$ cat src/rtl/fix_tag_value_tokenizer_defines.svh
// ----------------------------------------------------------------------------
// FIX tag=value tokenizer: assertion macros
// Shared property shapes for the tokenizer's checks, clocked on clk and
// disabled while arst_n is low.
// ----------------------------------------------------------------------------
`ifndef FIX_TAG_VALUE_TOKENIZER_DEFINES_SVH
`define FIX_TAG_VALUE_TOKENIZER_DEFINES_SVH

// Same-cycle implication: whenever ante holds, cons must hold as well.
`define FXTOK_ASSERT_IMPLY(label, ante, cons) \
	label: assert property (@(posedge clk) disable iff (!arst_n) (ante) |-> (cons)) \
		else $error("fxtok: implication check failed");

// Next-cycle implication: ante in one cycle requires cons in the following one.
`define FXTOK_ASSERT_NEXT(label, ante, cons) \
	label: assert property (@(posedge clk) disable iff (!arst_n) (ante) |=> (cons)) \
		else $error("fxtok: next-cycle check failed");

`endif

$ cat src/rtl/fxtok_pkg.sv
// ----------------------------------------------------------------------------
// fxtok_pkg
// Types, character codes and register indexes shared by the tokenizer files.
// ----------------------------------------------------------------------------
`default_nettype none

package fxtok_pkg;

	localparam int TAG_W    = 20;
	localparam int BYTE_W   = 8;
	localparam int LEN_W    = 8;
	localparam int SLOT_W   = 3;
	localparam int ERR_W    = 3;
	localparam int CFG_IDX_W  = 4;
	localparam int CFG_DATA_W = 20;

	localparam logic [BYTE_W-1:0] SOH_CHAR = 8'h01;
	localparam logic [BYTE_W-1:0] SEP_CHAR = 8'h3D;
	localparam logic [BYTE_W-1:0] DIGIT0   = 8'h30;
	localparam logic [TAG_W-1:0]  TAG_MAX  = 20'd999999;

	// configuration register indexes
	localparam logic [CFG_IDX_W-1:0] CFG_PASS_MODE   = 4'd0;
	localparam logic [CFG_IDX_W-1:0] CFG_TAG_SLOT0   = 4'd1;
	localparam logic [CFG_IDX_W-1:0] CFG_SLOT_ENABLE = 4'd7;

	// error codes
	localparam logic [ERR_W-1:0] ERR_OK       = 3'd0;
	localparam logic [ERR_W-1:0] ERR_NONDIGIT = 3'd1;
	localparam logic [ERR_W-1:0] ERR_TAG_OVF  = 3'd2;
	localparam logic [ERR_W-1:0] ERR_LEN_SAT  = 3'd3;
	localparam logic [ERR_W-1:0] ERR_IN_TAG   = 3'd4;

	// result kinds
	localparam logic KIND_VALUE = 1'b0;
	localparam logic KIND_END   = 1'b1;

	// output queue
	localparam int OQ_DEPTH = 4;
	localparam int OQ_PTR_W = 2;
	localparam int OQ_CNT_W = 3;

	typedef enum logic [1:0] {
		PH_START = 2'd0,
		PH_TAG   = 2'd1,
		PH_VALUE = 2'd2
	} phase_t;

	typedef struct packed {
		logic              kind;
		logic [TAG_W-1:0]  tag;
		logic [BYTE_W-1:0] vbyte;
		logic [LEN_W-1:0]  vlen;
		logic              registered;
		logic [SLOT_W-1:0] slot;
		logic [ERR_W-1:0]  err;
		logic              msg_end;
		logic              last;
	} res_t;

	// results produced by one byte, first one in r0
	typedef struct packed {
		logic [1:0] n;
		res_t       r0;
		res_t       r1;
	} push_t;

	function automatic res_t mk_res(input logic kind, input logic [TAG_W-1:0] tag,
			input logic [BYTE_W-1:0] vbyte, input logic [LEN_W-1:0] vlen,
			input logic registered, input logic [SLOT_W-1:0] slot,
			input logic [ERR_W-1:0] err, input logic msg_end);
		res_t r;
		r.kind       = kind;
		r.tag        = tag;
		r.vbyte      = vbyte;
		r.vlen       = vlen;
		r.registered = registered;
		r.slot       = slot;
		r.err        = err;
		r.msg_end    = msg_end;
		r.last       = 1'b0;
		return r;
	endfunction

endpackage

`default_nettype wire

$ cat src/rtl/fxtok_cfg.sv
// ----------------------------------------------------------------------------
// fxtok_cfg
// Configuration registers: pass mode, tag slots and slot enables.
// ----------------------------------------------------------------------------
`default_nettype none

module fxtok_cfg #(
	parameter int TAG_SLOTS = 6
) (
	input  wire logic                               clk,
	input  wire logic                               arst_n,
	input  wire logic                               wr_en,
	input  wire logic [fxtok_pkg::CFG_IDX_W-1:0]    wr_index,
	input  wire logic [fxtok_pkg::CFG_DATA_W-1:0]   wr_data,
	output logic                                    pass_mode,
	output logic [fxtok_pkg::TAG_W-1:0]             slot_tag [TAG_SLOTS],
	output logic [TAG_SLOTS-1:0]                    slot_en
);
	import fxtok_pkg::*;

	always_ff @(posedge clk or negedge arst_n) begin
		if (!arst_n) begin
			pass_mode <= 1'b0;
			slot_en   <= '0;
			for (int i = 0; i < TAG_SLOTS; i++) begin
				slot_tag[i] <= '0;
			end
		end else if (wr_en) begin
			if (wr_index == CFG_PASS_MODE) begin
				pass_mode <= wr_data[0];
			end
			if (wr_index == CFG_SLOT_ENABLE) begin
				slot_en <= wr_data[TAG_SLOTS-1:0];
			end
			for (int i = 0; i < TAG_SLOTS; i++) begin
				if (wr_index == CFG_IDX_W'(CFG_TAG_SLOT0 + CFG_IDX_W'(i))) begin
					slot_tag[i] <= wr_data[TAG_W-1:0];
				end
			end
		end
	end

endmodule

`default_nettype wire

$ cat src/rtl/fxtok_parse.sv
// ----------------------------------------------------------------------------
// fxtok_parse
// Input register and per-byte parser: tag build, match, value count, results.
// ----------------------------------------------------------------------------
`default_nettype none

module fxtok_parse #(
	parameter int TAG_SLOTS     = 6,
	parameter int MAX_VALUE_LEN = 255
) (
	input  wire logic                           clk,
	input  wire logic                           arst_n,
	input  wire logic                           in_valid,
	output logic                                in_ready,
	input  wire logic [fxtok_pkg::BYTE_W-1:0]   in_byte,
	input  wire logic                           in_last,
	input  wire logic                           pass_mode,
	input  wire logic [fxtok_pkg::TAG_W-1:0]    slot_tag [TAG_SLOTS],
	input  wire logic [TAG_SLOTS-1:0]           slot_en,
	input  wire logic                           room,
	output fxtok_pkg::push_t                    push
);
	import fxtok_pkg::*;

	localparam int CNT_W = $clog2(MAX_VALUE_LEN + 1);
	localparam int EXT_W = (CNT_W > LEN_W) ? CNT_W : LEN_W;
	localparam int MUL_W = TAG_W + 4;

	logic              valid_s1;
	logic [BYTE_W-1:0] byte_s1;
	logic              last_s1;
	logic              adv;

	phase_t            phase_q, phase_n;
	logic [TAG_W-1:0]  acc_q, acc_n;
	logic [CNT_W-1:0]  cnt_q, cnt_n;
	logic              hit_q, hit_n;
	logic [SLOT_W-1:0] slot_q, slot_n;
	logic [ERR_W-1:0]  err_q, err_n;

	logic              at_start;
	phase_t            eff_phase;
	logic [TAG_W-1:0]  acc_e;
	logic [CNT_W-1:0]  cnt_e;
	logic              hit_e;
	logic [SLOT_W-1:0] slot_e;
	logic [ERR_W-1:0]  err_e;

	logic              is_soh, is_sep, is_digit;
	logic [MUL_W-1:0]  prod;
	logic [TAG_W-1:0]  acc_t;
	logic [ERR_W-1:0]  err_t;
	logic              m_hit;
	logic [SLOT_W-1:0] m_slot;
	logic [EXT_W-1:0]  cnt_ext;
	logic [LEN_W-1:0]  len_n;
	logic              clear;
	push_t             push_c;

	assign adv      = valid_s1 && room;
	assign in_ready = !valid_s1 || room;

	// input register
	always_ff @(posedge clk or negedge arst_n) begin
		if (!arst_n) begin
			valid_s1 <= 1'b0;
		end else if (in_ready) begin
			valid_s1 <= in_valid;
		end
	end

	always_ff @(posedge clk) begin
		if (in_ready && in_valid) begin
			byte_s1 <= in_byte;
			last_s1 <= in_last;
		end
	end

	// parser state
	always_ff @(posedge clk or negedge arst_n) begin
		if (!arst_n) begin
			phase_q <= PH_START;
			acc_q   <= '0;
			cnt_q   <= '0;
			hit_q   <= 1'b0;
			slot_q  <= '0;
			err_q   <= ERR_OK;
		end else if (adv) begin
			phase_q <= phase_n;
			acc_q   <= clear ? '0 : acc_n;
			cnt_q   <= clear ? '0 : cnt_n;
			hit_q   <= clear ? 1'b0 : hit_n;
			slot_q  <= clear ? '0 : slot_n;
			err_q   <= clear ? ERR_OK : err_n;
		end
	end

	always_comb begin
		at_start  = (phase_q != PH_TAG) && (phase_q != PH_VALUE);
		eff_phase = at_start ? PH_TAG : phase_q;
		acc_e     = at_start ? '0 : acc_q;
		cnt_e     = at_start ? '0 : cnt_q;
		hit_e     = at_start ? 1'b0 : hit_q;
		slot_e    = at_start ? '0 : slot_q;
		err_e     = at_start ? ERR_OK : err_q;

		is_soh   = (byte_s1 == SOH_CHAR);
		is_sep   = (byte_s1 == SEP_CHAR);
		is_digit = (byte_s1 >= DIGIT0) && (byte_s1 <= DIGIT0 + 8'd9);

		// tag digit: acc * 10 + digit, clamped
		prod = (MUL_W'(acc_e) << 3) + (MUL_W'(acc_e) << 1)
			+ MUL_W'(byte_s1[3:0]);
		acc_t = acc_e;
		err_t = err_e;
		if (!is_sep) begin
			if (is_digit) begin
				if (prod > MUL_W'(TAG_MAX)) begin
					acc_t = TAG_MAX;
					if (err_t == ERR_OK) err_t = ERR_TAG_OVF;
				end else begin
					acc_t = prod[TAG_W-1:0];
				end
			end else if (err_t == ERR_OK) begin
				err_t = ERR_NONDIGIT;
			end
			if (last_s1 && err_t == ERR_OK) err_t = ERR_IN_TAG;
		end

		// lowest enabled slot wins
		m_hit  = 1'b0;
		m_slot = '0;
		for (int i = TAG_SLOTS - 1; i >= 0; i--) begin
			if (slot_en[i] && slot_tag[i] == acc_t) begin
				m_hit  = 1'b1;
				m_slot = SLOT_W'(i);
			end
		end
		if (err_t == ERR_NONDIGIT || err_t == ERR_TAG_OVF) begin
			m_hit  = 1'b0;
			m_slot = '0;
		end

		phase_n = eff_phase;
		acc_n   = acc_e;
		cnt_n   = cnt_e;
		hit_n   = hit_e;
		slot_n  = slot_e;
		err_n   = err_e;
		clear   = 1'b0;
		push_c  = '0;

		unique case (eff_phase)
			PH_TAG: begin
				if (at_start && is_soh) begin
					// leading SOH: drop it
					clear   = 1'b1;
					phase_n = last_s1 ? PH_START : PH_TAG;
				end else begin
					acc_n = acc_t;
					err_n = err_t;
					if (is_sep || last_s1) begin
						hit_n  = m_hit;
						slot_n = m_slot;
					end
					if (is_sep && !last_s1) begin
						phase_n = PH_VALUE;
						cnt_n   = '0;
					end
					if (last_s1) begin
						if (pass_mode || m_hit) begin
							push_c.n  = 2'd1;
							push_c.r0 = mk_res(KIND_END, acc_t, '0, '0, m_hit, m_slot,
								err_t, 1'b1);
						end
						clear   = 1'b1;
						phase_n = PH_START;
					end
				end
			end
			PH_VALUE: begin
				if (!is_soh) begin
					if (cnt_e >= CNT_W'(MAX_VALUE_LEN)) begin
						if (err_n == ERR_OK) err_n = ERR_LEN_SAT;
					end else begin
						cnt_n = cnt_e + 1'b1;
					end
				end
			end
			default: begin
			end
		endcase

		cnt_ext = EXT_W'(cnt_n);
		len_n   = (cnt_ext > EXT_W'(255)) ? 8'hFF : cnt_ext[LEN_W-1:0];

		if (eff_phase == PH_VALUE) begin
			if (is_soh) begin
				if (pass_mode || hit_e) begin
					push_c.n  = 2'd1;
					push_c.r0 = mk_res(KIND_END, acc_e, '0, len_n, hit_e, slot_e, err_n,
						last_s1);
				end
				clear   = 1'b1;
				phase_n = last_s1 ? PH_START : PH_TAG;
			end else begin
				if (pass_mode || hit_e) begin
					push_c.r0 = mk_res(KIND_VALUE, acc_e, byte_s1, len_n, hit_e, slot_e,
						err_n, 1'b0);
					push_c.r1 = mk_res(KIND_END, acc_e, '0, len_n, hit_e, slot_e,
						err_n, 1'b1);
					push_c.n  = last_s1 ? 2'd2 : 2'd1;
				end
				if (last_s1) begin
					clear   = 1'b1;
					phase_n = PH_START;
				end
			end
		end

		// mark the final result of this byte
		push_c.r0.last = (push_c.n == 2'd1);
		push_c.r1.last = 1'b1;
		if (!adv) push_c.n = 2'd0;
	end

	assign push = push_c;

endmodule

`default_nettype wire

$ cat src/rtl/fxtok_outq.sv
// ----------------------------------------------------------------------------
// fxtok_outq
// Four-entry result queue taking up to two results a cycle, giving one while out_ready is high.
// ----------------------------------------------------------------------------
`default_nettype none

module fxtok_outq (
	input  wire logic              clk,
	input  wire logic              arst_n,
	input  wire fxtok_pkg::push_t  push,
	output logic                   room,
	output logic                   out_valid,
	input  wire logic              out_ready,
	output fxtok_pkg::res_t        out_res
);
	import fxtok_pkg::*;

	res_t                entry [OQ_DEPTH];
	logic [OQ_PTR_W-1:0] wr_ptr_q;
	logic [OQ_PTR_W-1:0] rd_ptr_q;
	logic [OQ_CNT_W-1:0] count_q;
	logic                pop;

	assign pop       = out_valid && out_ready;
	assign out_valid = (count_q != '0);
	assign out_res   = entry[rd_ptr_q];
	// keep space for a two-result byte
	assign room      = (count_q <= OQ_CNT_W'(OQ_DEPTH - 2));

	always_ff @(posedge clk) begin
		if (push.n != 2'd0) begin
			entry[wr_ptr_q] <= push.r0;
		end
		if (push.n == 2'd2) begin
			entry[wr_ptr_q + 1'b1] <= push.r1;
		end
	end

	always_ff @(posedge clk or negedge arst_n) begin
		if (!arst_n) begin
			wr_ptr_q <= '0;
			rd_ptr_q <= '0;
			count_q  <= '0;
		end else begin
			wr_ptr_q <= wr_ptr_q + OQ_PTR_W'(push.n);
			if (pop) rd_ptr_q <= rd_ptr_q + 1'b1;
			count_q <= count_q + OQ_CNT_W'(push.n) - OQ_CNT_W'(pop);
		end
	end

endmodule

`default_nettype wire

$ cat src/rtl/fix_tag_value_tokenizer.sv
// ----------------------------------------------------------------------------
// fix_tag_value_tokenizer
// FIX tag=value tokenizer: one message byte in, value bytes and field summaries out.
// ----------------------------------------------------------------------------
// Takes one FIX message byte per cycle on the slave stream and splits the
// message into fields. A single SOH at message start is dropped; the bytes up
// to '=' form a decimal tag (clamped at 999999), the bytes up to the next SOH
// are the value. The tag is compared with the enabled tag slots (lowest slot
// wins). In filter mode (pass_mode 0) only matching fields come out; in pass
// mode every field comes out with tag_registered showing the match. Each value
// byte gives one result of kind 0 and each field end one summary of kind 1
// carrying length and error code. A byte flagged tlast closes the open field
// even without a trailing SOH. Rate: one byte per cycle while the result
// queue has room. A byte is held in the input register, then its results
// (none, one or two) enter a four-entry result queue, which shows them at
// the output. The input side stalls only while the queue holds more than two
// results; a byte that closes a field with a value byte needs two output
// transactions, which the queue absorbs. Configuration writes are taken in
// every cycle and belong only to idle periods.
// ----------------------------------------------------------------------------
`default_nettype none

`include "fix_tag_value_tokenizer_defines.svh"

module fix_tag_value_tokenizer #(
	parameter int TAG_SLOTS     = 6,
	parameter int MAX_VALUE_LEN = 255
) (
	input  wire logic                             clk,
	input  wire logic                             arst_n,
	// configuration write channel
	input  wire logic                             cfg_valid,
	output logic                                  cfg_ready,
	input  wire logic [fxtok_pkg::CFG_IDX_W-1:0]  cfg_index,
	input  wire logic [fxtok_pkg::CFG_DATA_W-1:0] cfg_data,
	// message bytes
	input  wire logic                             s_axis_tvalid,
	output logic                                  s_axis_tready,
	input  wire logic [7:0]                       s_axis_tdata,  // [7:0] data_byte
	input  wire logic                             s_axis_tlast,  // last_in_message
	// results
	output logic                                  m_axis_tvalid,
	input  wire logic                             m_axis_tready,
	// [19:0] field_tag, [27:20] value_byte, [35:28] value_length,
	// [36] tag_registered, [39:37] matched_slot, [42:40] error_code, [47:43] zero
	output logic [47:0]                           m_axis_tdata,
	// [0] result_kind, [1] message_end
	output logic [1:0]                            m_axis_tuser,
	output logic                                  m_axis_tlast   // last_of_run
);
	import fxtok_pkg::*;

	logic             pass_mode;
	logic [TAG_W-1:0] slot_tag [TAG_SLOTS];
	logic [TAG_SLOTS-1:0] slot_en;
	logic             room;
	push_t            push;
	res_t             out_res;

	// registers accept a write in every cycle
	assign cfg_ready = 1'b1;

	fxtok_cfg #(
		.TAG_SLOTS (TAG_SLOTS)
	) u_cfg (
		.clk       (clk),
		.arst_n    (arst_n),
		.wr_en     (cfg_valid),
		.wr_index  (cfg_index),
		.wr_data   (cfg_data),
		.pass_mode (pass_mode),
		.slot_tag  (slot_tag),
		.slot_en   (slot_en)
	);

	// register the byte, parse it and hand its results on
	fxtok_parse #(
		.TAG_SLOTS     (TAG_SLOTS),
		.MAX_VALUE_LEN (MAX_VALUE_LEN)
	) u_parse (
		.clk       (clk),
		.arst_n    (arst_n),
		.in_valid  (s_axis_tvalid),
		.in_ready  (s_axis_tready),
		.in_byte   (s_axis_tdata),
		.in_last   (s_axis_tlast),
		.pass_mode (pass_mode),
		.slot_tag  (slot_tag),
		.slot_en   (slot_en),
		.room      (room),
		.push      (push)
	);

	// hold results until the downstream side takes them
	fxtok_outq u_outq (
		.clk       (clk),
		.arst_n    (arst_n),
		.push      (push),
		.room      (room),
		.out_valid (m_axis_tvalid),
		.out_ready (m_axis_tready),
		.out_res   (out_res)
	);

	// pack the result fields, lowest field first
	assign m_axis_tdata = {5'd0, out_res.err, out_res.slot, out_res.registered,
		out_res.vlen, out_res.vbyte, out_res.tag};
	assign m_axis_tuser = {out_res.msg_end, out_res.kind};
	assign m_axis_tlast = out_res.last;

	// a summary closing the message is always the last result of its byte
	`FXTOK_ASSERT_IMPLY(a_msg_end_is_last, m_axis_tvalid && m_axis_tuser[1], m_axis_tlast)
	// a value byte always reports a nonzero length
	`FXTOK_ASSERT_IMPLY(a_value_len_nonzero, m_axis_tvalid && (m_axis_tuser[0] == KIND_VALUE), m_axis_tdata[35:28] != 8'd0)
	// an unmatched field reports slot zero
	`FXTOK_ASSERT_IMPLY(a_unreg_slot_zero, m_axis_tvalid && !m_axis_tdata[36], m_axis_tdata[39:37] == 3'd0)
	// a byte with two results is followed by a valid output
	`FXTOK_ASSERT_NEXT(a_pair_completes, push.n == 2'd2, m_axis_tvalid)

endmodule

`default_nettype wire
$ cat config.mk
export PLATFORM = sky130hd
export DESIGN_NAME = fix_tag_value_tokenizer
export DESIGN_NICKNAME = d
export VERILOG_FILES = /design/src/rtl/fxtok_pkg.sv /design/src/rtl/fxtok_cfg.sv /design/src/rtl/fxtok_parse.sv /design/src/rtl/fxtok_outq.sv /design/src/rtl/fix_tag_value_tokenizer.sv
export VERILOG_INCLUDE_DIRS = /design/src /design/src/rtl
export SDC_FILE = /design/constraint.sdc
export NUM_CORES = 1
export LEC_CHECK = 0
export ABC_AREA = 1
export ABC_CLOCK_PERIOD_IN_PS = 6220
export BUFFER_PORTS_ARGS = -buffer_cell sky130_fd_sc_hd__clkbuf_2
export CAP_MARGIN = 20
export CORE_UTILIZATION = 40
export DETAILED_ROUTE_END_ITERATION = 8
export SYNTH_ARGS = -nofsm -noshare
export SYNTH_HDL_FRONTEND = slang
export SYNTH_SLANG_ARGS = --single-unit
export TNS_END_PERCENT = 5
$ cat constraint.sdc
create_clock -name clk -period 6.22 [get_ports clk]
set_input_delay 1.244 -clock clk [delete_from_list [all_inputs] [get_ports clk]]
set_output_delay 1.244 -clock clk [all_outputs]
set_load 0.05 [all_outputs]
==> results of run 1 <==
==> kinds of logic after synthesis <==
family	synth area share
AO/OA/AOI/OAI	0.128
other	0.000344
AND/OR/NAND/NOR	0.280
buffers and inverters	0.100
XOR/XNOR	0.0165
flip-flops	0.447
adder cells (fa/ha/maj)	0.0282
==> final timing paths <==
path                                     from                 end  slack [ps]
min                        u_outq.entry[1][0]  u_outq.entry[1][0]         470
min in group asynchronous              arst_n  u_cfg.slot_tag[84]         710
max in group asynchronous              arst_n  u_cfg.slot_tag[50]        4560
max reg2reg                u_parse.phase_q[1]   u_outq.count_q[2]          80
min reg2reg                u_outq.entry[1][0]  u_outq.entry[1][0]         470
max                        u_parse.phase_q[1]   u_outq.count_q[2]          80
==> power by group <==
group | internal [uW] | total [uW] | switching [uW]
logic | 1310 | 4120 | 2810
clock network | 1730 | 2810 | 1090
registers | 2880 | 3220 | 343
==> layout by cell type (no fill, tap or decap), types with 24 or more instances in the layout <==
cell type and instances:
nor2_2 29, nand2_1 729, o21ai_0 306, clkbuf_16 45, ha_1 24, inv_1 381, dfrtp_1 171, o22ai_1 72
edfxtp_1 157, dfxtp_1 36, o21ai_1 29, nand2_2 62, nor2_1 319, a21oi_1 93, clkbuf_2 84, nand3_1 131
buf_4 312, inv_2 30
==> synth_stat cells (22+ instances only) <==
| master | number |
|---|---|
| xor2_1 | 22 |
| nand3_1 | 153 |
| inv_1 | 391 |
| a21oi_1 | 101 |
| edfxtp_1 | 157 |
| ha_1 | 46 |
| nand2_1 | 793 |
| clkbuf_1 | 85 |
| inv_2 | 24 |
| dfrtp_1 | 172 |
| o21ai_1 | 26 |
| o21ai_0 | 311 |
| nor2_1 | 366 |
| o22ai_1 | 72 |
| dfxtp_1 | 36 |
| nand4_1 | 23 |
==> state kept, by name (all words and copies together), names as in the netlist, 3 cells and up <==
name / count
u_outq.entry: 184
u_parse.acc_q: 20
u_parse.slot_q: 3
u_parse.byte_s1: 8
u_cfg.slot_tag: 120
u_parse.err_q: 3
u_outq.count_q: 3
u_parse.cnt_q: 8
u_cfg.slot_en: 6
==> repair_timing <==
action | CTS | global route
buffers inserted | 9 | 16
hold buffers | 0 | 0
pin swaps | 35 | 73
gates resized for setup | 136 | 160
setup endpoints to repair | 337 | 189
gates cloned | 5 | 1
==> worst max-delay path: cells and delay by family (launching register included) <==
family / cells / cell delay, ps
AND/OR/NAND/NOR: 29 / 2900
adder cells (fa/ha/maj): 6 / 1590
buffers and inverters: 6 / 640
flip-flops: 1 / 420
XOR/XNOR: 2 / 350
AO/OA/AOI/OAI: 1 / 120
==> routing by layer <==
metal  vias to the layer above  GRT usage  part of all wire
met3                       142     0.0295             0.049
met2                       606      0.478              0.49
met4                         0      0.121             0.044
met5                         -          0                 0
met1                     10047      0.351              0.41
li1                      10342          -                 -
==> cell type report <==
type | instances | area, sq um | area share
clock buffers | 57 | 1210 | 0.0426
clock inverters | 25 | 374 | 0.0132
inverters | 423 | 1600 | 0.0562
multi-input cells | 2071 | 11100 | 0.390
flip-flops and latches | 365 | 9740 | 0.343
well taps | 696 | 871 | 0.0307
repair buffers | 442 | 3520 | 0.124
==> per-stage QoR <==
| step | hold WS [ps] | utilization | total power [uW] | cells |
|---|---|---|---|---|
| 2_1_floorplan | 434 | - | 5720 | 2984 |
| 3_3_place_gp | 449 | 0.468 | 7060 | 3965 |
| 3_5_place_dp | 452 | 0.468 | 7100 | 3965 |
| 4_1_cts | 467 | 0.513 | 10100 | 4061 |
| 5_1_grt | 492 | 0.528 | 10700 | 4079 |
| 6_report | 466 | 0.528 | 10100 | 4079 |
==> results.sh, run 1 <==
export IMPL_initial_core_util=0.405
export IMPL_diodes=0
export IMPL_synthArstFlopShare=0.471
export IMPL_wire_length_of_the_first_global_routing_pass_mm=118
export IMPL_clk_pin_slew_worst_paths_ps=60
export IMPL_finish_net_count=3433
export IMPL_drc=0
export IMPL_power_leakage_uw=0.0141
export IMPL_delay_contributed_by_the_slowest_stage_of_the_critical_path_ps=420
export IMPL_clock_network_latency_to_the_later_pin_of_the_worst_skew_pair_ps=600
export IMPL_timing_hold_worst_path_depth=2
export IMPL_antenna_found_initial=0
export IMPL_unrepaired_setup_endpoints_after_global_routing="yes"
export IMPL_path_class="reg -> reg"
export IMPL_setup_slack_ps=82.4
export IMPL_slowest_cp_cell="dfrtp_1"
export IMPL_grtUsageTotal=0.277
export IMPL_critical_path_endpoint_type="register"
export IMPL_cellPowerDensity_nw_per_um2=357
export IMPL_n_fill_cell=5119
export IMPL_grt_start_max_net_pins=89
export IMPL_finalSetupTns_ps=0
export IMPL_dp_hpwl_mm=57.7
export IMPL_drv_cap=0
export IMPL_synth_top_area_frac=0.216
export IMPL_syn_avg_cell_area_sq_um=7.32
export IMPL_dieHeight_microns=235
export IMPL_dp_worst_setup_slack_ps=-1110
export IMPL_cts_root_buf="clkbuf_16"
export IMPL_timing_hold_violations_final=0
export IMPL_clock_sinks=365
export IMPL_number_of_synthesized_flops_with_an_enable_pin=157
export IMPL_clock_skew_ps=20.7
export IMPL_floorplan_die_area_sq_um=55500
export IMPL_yosysSeqAreaShare=0.447
export IMPL_critical_path_required_ps=6720
export IMPL_antenna_left=0
export IMPL_worst_r2r_path_depth=44
export IMPL_area_delta_synth_final_pct=30.3
export IMPL_route_detailed_wl_per_inst_microns=19.0
export IMPL_drtPass1Iterations=5
export IMPL_pin_count=92
export IMPL_layout_worst_path_cycle_share=0.987
export IMPL_synth_top_cells_by_area="edfxtp_1 22%, dfrtp_1 20%, nand2_1 14%"
export IMPL_cp_arrival_ps=6640
export IMPL_routed_via_density=5.18
export IMPL_finalWeightedCongestion=0.977
export IMPL_slew_margin_rel=0.212
export IMPL_synth_seq_cells=365
export IMPL_setup_viol=0
export IMPL_worst_hold_class="reg -> reg"
export IMPL_initialDrtViolationCount=1692
export IMPL_postSynthCellCount=2980
export IMPL_floorplan_die_width_microns=235
export IMPL_cp_start_kind="register"
export IMPL_route_final_wire_length_mm=77.4
export IMPL_clock_tree_htree_level_count=2
export IMPL_core_region_area_sq_um=53800
export IMPL_timing_final_crit_period_ps=6140
export IMPL_synth_cell_types=55
export IMPL_clock_tree_buffer_depth=3
export IMPL_first_global_vias=20079
export IMPL_final_layout_size_suffix_gt1_frac=0.232
export IMPL_timing_fmax_ghz=0.163
export IMPL_cts_inserted_buffers=44
export IMPL_num_rows=85
export IMPL_syn_area_sq_um=21800
export IMPL_tightestPinTransition_ps=1170
export IMPL_post_dp_cell_area_sq_um=25200
export IMPL_tritoncts="done"
export IMPL_grt_ovfl_total=0
export IMPL_drv_slew=0
export IMPL_detailroute_via_count=21137
export IMPL_design_area_sq_um=28400
export IMPL_port_buffer_count=85
export IMPL_synth_warnings=0
export IMPL_run_status="complete, no violations"
export IMPL_yosys_area_top_type="edfxtp_1"
export IMPL_worst_path_max_fanout=7
export IMPL_max_vdd_ir_drop_mv=0.244
export IMPL_synth_main_ff_cell="dfrtp_1"
No activity file was read; power rests on OpenSTA's default activity.
==> run 2: changes to the inputs <==
--- a/config.mk
+++ b/config.mk
@@ -10,6 +10,7 @@
 export ABC_CLOCK_PERIOD_IN_PS = 6220
 export BUFFER_PORTS_ARGS = -buffer_cell sky130_fd_sc_hd__clkbuf_2
 export CAP_MARGIN = 20
+export CORE_MARGIN = 8
 export CORE_UTILIZATION = 40
 export DETAILED_ROUTE_END_ITERATION = 8
 export SYNTH_ARGS = -nofsm -noshare
==> run 2 against run 1 <==
Wire length grew 2.8%. Largest cell class unchanged. Sequential power decreased by 1%. Hold slack lost 1.4 ps. Clock-buffer cell count unchanged. Cell area shrank 0.64%. Worst setup slack gained 9.9 ps. Die area up 12%. Cell count about the same. Combinational power increased by 2%. Non-clock buffer count rose by 5. Sequential cell count unchanged.
==> results.sh, run 2 (synthesis results as in run 1) <==
export IMPL_clk_pin_slew_worst_paths_ps=60
export IMPL_drtPass1Iterations=6
export IMPL_timing_hold_violations_final=0
export IMPL_slew_margin_rel=0.364
export IMPL_largestRegisters="u_outq.entry (184), u_cfg.slot_tag (120), u_parse.acc_q (20)"
export IMPL_final_layout_size_suffix_gt1_frac=0.228
export IMPL_first_global_vias=20710
export IMPL_clock_skew_ps=24.8
export IMPL_design_area_sq_um=28200
export IMPL_tritoncts="done"
export IMPL_port_buffer_count=85
export IMPL_pin_count=92
export IMPL_max_vdd_ir_drop_mv=0.214
export IMPL_initial_core_util=0.405
export IMPL_drv_slew=0
export IMPL_cts_root_buf="clkbuf_16"
export IMPL_worst_path_max_fanout=8
export IMPL_largest_register="u_outq.entry"
export IMPL_grt_ovfl_total=0
export IMPL_clock_sinks=365
export IMPL_critPathBufInv=8
export IMPL_detailroute_via_count=21345
export IMPL_finalWeightedCongestion=1.00
export IMPL_route_met3_wl_mm=4.00
export IMPL_routed_via_density=5.23
export IMPL_drc=0
export IMPL_area_delta_synth_final_pct=29.4
export IMPL_antenna_found_initial=0
export IMPL_path_class="reg -> reg"
export IMPL_diodes=0
export IMPL_cp_common_cell="nand2_1"
export IMPL_cp_start_kind="register"
export IMPL_highest_layer="met4"
export IMPL_run_status="complete, no violations"
export IMPL_layout_worst_path_cycle_share=0.985
export IMPL_route_final_wire_length_mm=79.6
export IMPL_delay_contributed_by_the_slowest_stage_of_the_critical_path_ps=420
export IMPL_largest_register_ffs=184
export IMPL_ff_latch_area_sq_um=9740
export IMPL_critical_path_endpoint_type="register"
export IMPL_post_layout_total_power_uw=9830
export IMPL_grtUsageTotal=0.247
export IMPL_unrepaired_setup_endpoints_after_global_routing="yes"
export IMPL_most_common_library_cell_in_the_layout_ignoring_fill_and_taps="nand2_1"
export IMPL_floorplan_die_width_microns=249
export IMPL_route_detailed_wl_per_inst_microns=19.5
export IMPL_wire_length_of_the_first_global_routing_pass_mm=121
export IMPL_routedLengthMet1_mm=32.9
export IMPL_clock_tree_htree_level_count=2
export IMPL_finish_net_count=3437
export IMPL_core_region_area_sq_um=53800
export IMPL_timing_fmax_ghz=0.163
export IMPL_cp_arrival_ps=6590
export IMPL_n_fill_cell=5170
export IMPL_power_leakage_uw=0.0140
export IMPL_cellPowerDensity_nw_per_um2=348
export IMPL_timing_final_crit_period_ps=6130
export IMPL_initialDrtViolationCount=1717
export IMPL_multiInputGateArea_sq_um=11000
export IMPL_grt_start_max_net_pins=89
export IMPL_clock_network_latency_to_the_later_pin_of_the_worst_skew_pair_ps=580
export IMPL_num_rows=85
export IMPL_dieHeight_microns=249
export IMPL_drv_cap=0
export IMPL_worst_hold_class="reg -> reg"
export IMPL_tightestPinTransition_ps=953
export IMPL_path_delay_family="simple AND/OR/NAND/NOR gates"
export IMPL_floorplan_die_area_sq_um=62200
export IMPL_clock_tree_buffer_depth=3
export IMPL_critical_path_required_ps=6680
export IMPL_slowest_cp_cell="dfrtp_1"
export IMPL_post_dp_cell_area_sq_um=25300
export IMPL_cts_inserted_buffers=43
export IMPL_most_common_layout_cells="746 x nand2_1, 383 x inv_1, 324 x buf_4"
export IMPL_detailroute_wirelength_met2_mm=39.7
export IMPL_dp_hpwl_mm=59.4
export IMPL_setup_viol=0
export IMPL_cts_hold_buffers=0
export IMPL_antenna_left=0
## run 2: cell types whose count changed in the layout (fill, tap and decap cells not counted), sizes merged
| cell | delta |
|---|---|
| clkinvlp | -3 |
| clkinv | +8 |
| buf | +1 |
| clkbuf | +4 |
| inv | +1 |
| bufinv | -8 |
## run 2: report_power, final
group | switching (uW) | internal [uW]
registers | 299 | 2880
clock network | 1060 | 1410
logic | 2890 | 1300
## run 2: path summary, 6_finish.rpt
path	startpoint	end	slack, ps	cells past startpoint
worst max-delay path	u_parse.phase_q[1]	u_outq.count_q[2]	90	43
worst min-delay path	u_outq.entry[1][0]	u_outq.entry[1][0]	460	2
worst max register to register	u_parse.phase_q[1]	u_outq.count_q[2]	90	43
worst min register to register	u_outq.entry[1][0]	u_outq.entry[1][0]	460	2
max in group asynchronous	arst_n	u_parse.acc_q[18]	4530	2
min in group asynchronous	arst_n	u_cfg.slot_en[4]	740	1
## run 2: per-stage QoR
| step | util | TNS, ps | hold WS, ps | setup slack [ps] | cells |
|---|---|---|---|---|---|
| floorplan | - | 0 | 434 | 50.1 | 2984 |
| global placement | 0.470 | -52300 | 452 | -658 | 3975 |
| detailed placement | 0.470 | -85120 | 453 | -781 | 3975 |
| CTS | 0.510 | 0 | 469 | 33.5 | 4063 |
| global route | 0.524 | -4020 | 487 | -208 | 4082 |
| finish | 0.524 | 0 | 464 | 92.3 | 4082 |
## run 2: final cells by class
| type | instances | share of cell area |
|---|---|---|
| clock buffers | 57 | 0.0433 |
| clock inverters | 23 | 0.00621 |
| inverters | 423 | 0.0566 |
| multi-input cells | 2071 | 0.390 |
| flip-flops and latches | 365 | 0.345 |
| well taps | 696 | 0.0309 |
| repair buffers | 447 | 0.128 |
## run 2: metal layers
layer,GRT usage,vias up
met5,0,-
met4,0.0811,0
met3,0.0287,143
met2,0.440,658
met1,0.308,10196
li1,-,10348
## run 2: worst min-delay path: stages (launching register included)
cell	delay [ps]
dfxtp_1	320
a21oi_1	60
nand2_1	50
## run 2: what timing repair did
action	4_1_cts	5_1_grt
gates resized for setup	131	118
cloned	3	4
buffers inserted	5	13
pin swaps	24	51
setup endpoints to repair	335	249
